===== src/rtl/core/assert_macros.svh =====
// Assertion macros shared by the RTL. They compile to nothing under synthesis.
`ifndef ASSERT_MACROS_SVH
`define ASSERT_MACROS_SVH

`ifndef SYNTHESIS

// The condition must hold in the same cycle as the trigger.
`define ASSERT_SAME(label, clk, rst, pre, post, msg) \
  label: assert property (@(posedge clk) disable iff (rst) (pre) |-> (post)) else $error(msg);

// The condition must hold in the cycle after the trigger.
`define ASSERT_NEXT(label, clk, rst, pre, post, msg) \
  label: assert property (@(posedge clk) disable iff (rst) (pre) |=> (post)) else $error(msg);

`else

`define ASSERT_SAME(label, clk, rst, pre, post, msg)
`define ASSERT_NEXT(label, clk, rst, pre, post, msg)

`endif

`endif


===== src/rtl/core/s2c_pkg.sv =====
`timescale 1ns / 1ps
package s2c_pkg;

  // Widths of the rotation datapath (Q2.30 for x and y, angle in Q.30).
  localparam int XW      = 32;
  localparam int ZW      = 33;
  localparam int TAB_LEN = 24;

  // Angle constants in Q.30, wide enough to compare against any input angle.
  localparam logic signed [34:0] PI_Q30      = 35'sd3373259426;
  localparam logic signed [34:0] NEG_PI_Q30  = -35'sd3373259426;
  localparam logic signed [34:0] TWO_PI_Q30  = 35'sd6746518852;
  localparam logic signed [34:0] HALF_PI_Q30 = 35'sd1686629713;
  localparam logic signed [34:0] NEG_HALF_PI = -35'sd1686629713;

  // Starting x of a rotation: the inverse of the rotation gain.
  localparam logic signed [XW-1:0] GAIN_Q30 = 32'sd652032874;

  // Rounding offsets for the shifts by 30 bits.
  localparam logic signed [63:0] RND64 = 64'sd536870912;
  localparam logic signed [47:0] RND48 = 48'sd536870912;

  // Output range of a Q8.8 field.
  localparam logic signed [47:0] OUT_MAX = 48'sd32767;
  localparam logic signed [47:0] OUT_MIN = -48'sd32768;

  typedef struct packed {
    logic signed [15:0] radius;
    logic signed [15:0] azimuth;
    logic signed [15:0] polar;
  } point_t;

  typedef struct packed {
    logic signed [15:0] coord_x;
    logic signed [15:0] coord_y;
    logic signed [15:0] coord_z;
  } coord_t;

  // One rotation in flight: cosine, sine and the angle still to rotate.
  typedef struct packed {
    logic signed [XW-1:0] x;
    logic signed [XW-1:0] y;
    logic signed [ZW-1:0] z;
  } rot_t;

  // Everything one point carries down the chain of rotation cells.
  typedef struct packed {
    rot_t               az;
    rot_t               po;
    logic signed [15:0] radius;
    logic               flip_az;
    logic               flip_po;
  } cell_data_t;

  // Arctangent of 2^-idx in Q.30.
  function automatic logic signed [ZW-1:0] arc_angle(input int idx);
    logic signed [ZW-1:0] a;
    case (idx)
      0:       a = 33'sd843314857;
      1:       a = 33'sd497837829;
      2:       a = 33'sd263043837;
      3:       a = 33'sd133525159;
      4:       a = 33'sd67021687;
      5:       a = 33'sd33543516;
      6:       a = 33'sd16775851;
      7:       a = 33'sd8388437;
      8:       a = 33'sd4194283;
      9:       a = 33'sd2097149;
      10:      a = 33'sd1048576;
      11:      a = 33'sd524288;
      12:      a = 33'sd262144;
      13:      a = 33'sd131072;
      14:      a = 33'sd65536;
      15:      a = 33'sd32768;
      16:      a = 33'sd16384;
      17:      a = 33'sd8192;
      18:      a = 33'sd4096;
      19:      a = 33'sd2048;
      20:      a = 33'sd1024;
      21:      a = 33'sd512;
      22:      a = 33'sd256;
      23:      a = 33'sd128;
      default: a = '0;
    endcase
    return a;
  endfunction

endpackage


===== src/rtl/core/s2c_cell.sv =====
`timescale 1ns / 1ps
module s2c_cell import s2c_pkg::*; #(
  parameter int STEP = 0
) (
  input  logic       clk,
  input  logic       rst,
  input  logic       en,
  input  logic       in_vld,
  input  cell_data_t in_data,
  output logic       out_vld,
  output cell_data_t out_data
);

  localparam logic signed [ZW-1:0] ARC = arc_angle(STEP);

  // One rotation step: turn toward zero residual angle by atan(2^-STEP).
  function automatic rot_t rotate(input rot_t r);
    logic signed [XW-1:0] dx;
    logic signed [XW-1:0] dy;
    rot_t                 n;
    dx = r.y >>> STEP;
    dy = r.x >>> STEP;
    if (r.z >= 0) begin
      n.x = r.x - dx;
      n.y = r.y + dy;
      n.z = r.z - ARC;
    end else begin
      n.x = r.x + dx;
      n.y = r.y - dy;
      n.z = r.z + ARC;
    end
    return n;
  endfunction

  always_ff @(posedge clk) begin
    if (rst) begin
      out_vld <= 1'b0;
    end else if (en) begin
      out_vld <= in_vld;
    end
  end

  // Both angles rotate side by side; the rest rides along.
  always_ff @(posedge clk) begin
    if (en) begin
      out_data.az      <= rotate(in_data.az);
      out_data.po      <= rotate(in_data.po);
      out_data.radius  <= in_data.radius;
      out_data.flip_az <= in_data.flip_az;
      out_data.flip_po <= in_data.flip_po;
    end
  end

endmodule


===== config.mk =====
export PLATFORM = sky130hd
export DESIGN_NAME = s2c_cell
export DESIGN_NICKNAME = d
export VERILOG_FILES = /design/src/rtl/core/assert_macros.svh /design/src/rtl/core/s2c_pkg.sv /design/src/rtl/core/s2c_cell.sv
export SDC_FILE = /design/constraint.sdc
export NUM_CORES = 1
export LEC_CHECK = 0
export BUFFER_PORTS_ARGS = -buffer_cell sky130_fd_sc_hd__buf_2
export CAP_MARGIN = 20
export CORE_ASPECT_RATIO = 2
export CORE_MARGIN = 2
export CORE_UTILIZATION = 45
export DETAILED_ROUTE_END_ITERATION = 12
export PLACE_DENSITY = 0.71
export SKIP_CTS_REPAIR_TIMING = 1
export SLEW_MARGIN = 25
export SYNTH_ARGS = -nofsm -noshare
export SYNTH_HDL_FRONTEND = slang
export SYNTH_SLANG_ARGS = --single-unit
export TNS_END_PERCENT = 20

===== constraint.sdc =====
create_clock -name clk -period 4 [get_ports clk]
set_clock_uncertainty 0.1 [all_clocks]
set_input_delay 0.2 -clock clk [delete_from_list [all_inputs] [get_ports clk]]
set_output_delay 0.2 -clock clk [all_outputs]
set_load 0.03 [all_outputs]

==> out/metrics.cfg <==
[setup_path]
critPathKind = in2reg
cp_top_family = compound AO/OA/AOI/OAI gates
crit_chain = dlygate4sd3_1 > buf_2 > ha_1 > fa_1 > nor2b_1 > o21ai_0 > a21o_1 > a211oi_1 > o32ai_2 > o21bai_1 > a41oi_1 > o221ai_1 > xnor2_1
worstPathArrival_ns = 3.80
crit_required_ns = 4.19
crit_path_start_kind = primary input
crit_path_top_delay_cell = dlygate4sd3_1
slowest_delay_ns = 0.54
worst-path-buf-inv = 2
end_kind = flop
critPathMaxFanout = 5

[timing]
tightest_slew_ns = 0.983
post-route-period-util_pct = 90.2
fin_tns_setup_ns = 0
slew_headroom_pct = 34.5
setup_viol = 0
max_freq_mhz = 277
final.min_clock_period_ns = 3.61
grt_setup_unrepaired = no
finalHoldViolations = 0
setup_slack_ns = 0.392
finalMaxSlewViolations = 0

[global_route]
grt.overflow.total = 0
antenna_found_initial = 7
grt_max_degree = 105
grt_pass1_vias = 17900
grt_pass1_wl_um = 101000
grtUsageTotal_pct = 27.1

[placement]
port-buffer-count = 428
pre_cts_slack_ns = 0.216
dp_hpwl_um = 53000
gp_congestion = 0.970

[logic_synthesis]
synth_cell_types = 90
syn_avg_cell_area_um2 = 8.86
ys_seq_elements = 211
synth_warnings = 0
synthArstFlopShare_pct = 0
syn_area_um2 = 20300
syn_inst = 2289
synth-edff-count = 210
synth_fp_nets = 2781
ys_seq_area_share_pct = 31.2
yosys_most_used_dff = edfxtp_1

[die]
fp-row-count = 110
start_util_pct = 45.4
die_h_um = 304
io-pin-count = 429
die-width_um = 154
fp.coreArea_um2 = 44700
dieArea_um2 = 46900

[detailed_routing]
avgViaCountPerCell = 5.77
drt_wl_total_um = 66500
drc_errors = 0
wire_per_inst_um = 20.3
num_vias = 19000
ant_nets = 0
drt_iter0_drc = 1489
drt_pass1_iterations = 5

[power]
pwr-share-seq_pct = 34.0
pwr-share-comb_pct = 41.6
p_clk_share_pct = 24.4
cellPowerDensity_nw_per_um2 = 371
p_leak_nw = 11.0
p_sw_share_pct = 40.1
vdd_ir_drop_max_v = 0.000294
power_w = 0.00891
switchingPower_w = 0.00357
intPower_w = 0.00534

[cts]
h-tree-depth = 1
clock_sinks = 211
cts_max_path_buffers = 3
cts_buffers = 23
cts.clk_slew.worst_paths_ns = 0.06
clockRootBuffer = clkbuf_16
insertion_delay_ns = 0.56
cts_tree = yes

[cells_and_area]
final_nets = 3199
final_cell_mix = buf_2, ha_1, a21oi_1
fillers = 4126
final_common_cell = buf_2
drive_above_1_share_pct = 20.1
synthToLayoutAreaGrowth_pct = 18.4
num_antenna_cells = 0

[min_path]
hold_path.class = in2reg

[flow_run]
cap_violations = 0

[outcome]
outcome = complete, no violations

stage by stage:
| step | hold slack (ns) | utilization (%) | area (um2) | instances |
|---|---|---|---|---|
| floorplan | 0.172 | - | 20300 | 2289 |
| global placement | 0.277 | 51.5 | 23000 | 3219 |
| detailed placement | 0.276 | 51.5 | 23000 | 3219 |
| CTS | -0.329 | 53.2 | 23800 | 3261 |
| global route | 0.00197 | 53.7 | 24000 | 3284 |
| finish | 0.0262 | 53.7 | 24000 | 3284 |
sequential cells by signal (all words and copies together) (netlist names):
signal,cells
out_data,210
out_vld,1
cells by family (layout without fill, tap and decap cells):
| kind of cell | after synthesis | in the layout | synth area share (%) |
|---|---|---|---|
| compound gates | 761 | 761 | 24.2 |
| simple gates | 538 | 538 | 12.8 |
| buf+inv | 303 | 738 | 5.71 |
| fa+ha+maj | 276 | 276 | 17.3 |
| flops | 211 | 211 | 31.2 |
| xor+xnor | 175 | 175 | 7.55 |
| mux | 25 | 25 | 1.24 |
path summary, 6_finish.rpt:
kind / start / depth (start not counted) / endpoint / slack, ns
max: in_data[83] / 13 / out_data[79] / 0.39
min: in_data[49] / 3 / out_data[49] / 0.03
max reg2reg: out_vld / 3 / out_vld / 2.75
min reg2reg: out_vld / 3 / out_vld / 0.96
worst register-to-register path, delay by kind of cell, from the launching register on:
family | cells | cell delay (ns)
flops | 1 | 0.31
buf+inv | 1 | 0.55
simple gates | 1 | 0.06
mux | 1 | 0.12
Yosys cell counts (all sizes together) (7+ instances only):
cell type    n  share of area (%)
a31o        10               0.43
o21ai      153                3.8
o311ai       7               0.34
or2         14               0.43
nor2       172                3.2
nor2b       37                1.1
nor3        37               0.91
nand4       22               0.68
xnor2      134                5.8
a211o        8               0.35
o31ai       16               0.59
fa           8               0.79
a31oi       29               0.93
a21boi       7               0.26
inv        209                3.9
edfxtp     210                 31
o211ai      19               0.73
buf         29               0.64
o31a         7               0.30
a211oi      24               0.94
o21a        21               0.78
clkbuf      60                1.1
and3        16               0.49
xor2        41                1.8
nor4        12               0.43
nand3       33               0.81
ha         268                 17
mux2i       24                1.2
and2        11               0.34
o21bai      43                1.6
or3         15               0.46
nand2b      34                1.0
o2111ai      9               0.39
a2111oi     13               0.78
nand2      119                2.2
a21o        65                2.4
a21oi      261                6.5
routing by layer:
layer	vias up	part of all wire (%)	track usage, %
met3	142	8.9	5.01
met4	12	4.3	11.1
met5	-	0.13	0
met1	8796	41	35.8
met2	906	45	43.6
li1	9101	-	-
power groups by stage:
stage / Combinational, W / Sequential (W) / Clock [W]
2_1_floorplan: 0.00175 / 0.00377 / 0
3_3_place_gp: 0.00363 / 0.00307 / 0
3_5_place_dp: 0.00364 / 0.00308 / 0
4_1_cts: 0.00366 / 0.00304 / 0.00223
5_1_grt: 0.00399 / 0.00306 / 0.00229
6_report: 0.00371 / 0.00303 / 0.00217
final cells by class:
| class | count | area [um2] | share of cell area, % |
|---|---|---|---|
| sequential | 211 | 6330 | 26.3 |
| timing repair buffer | 482 | 2640 | 11.0 |
| inverter | 214 | 803 | 3.34 |
| tap | 560 | 701 | 2.92 |
| clock inverter | 13 | 129 | 0.536 |
| clock buffer | 29 | 618 | 2.57 |
| multi-input combinational | 1775 | 12800 | 53.3 |
No activity file was read; power rests on OpenSTA's default activity.
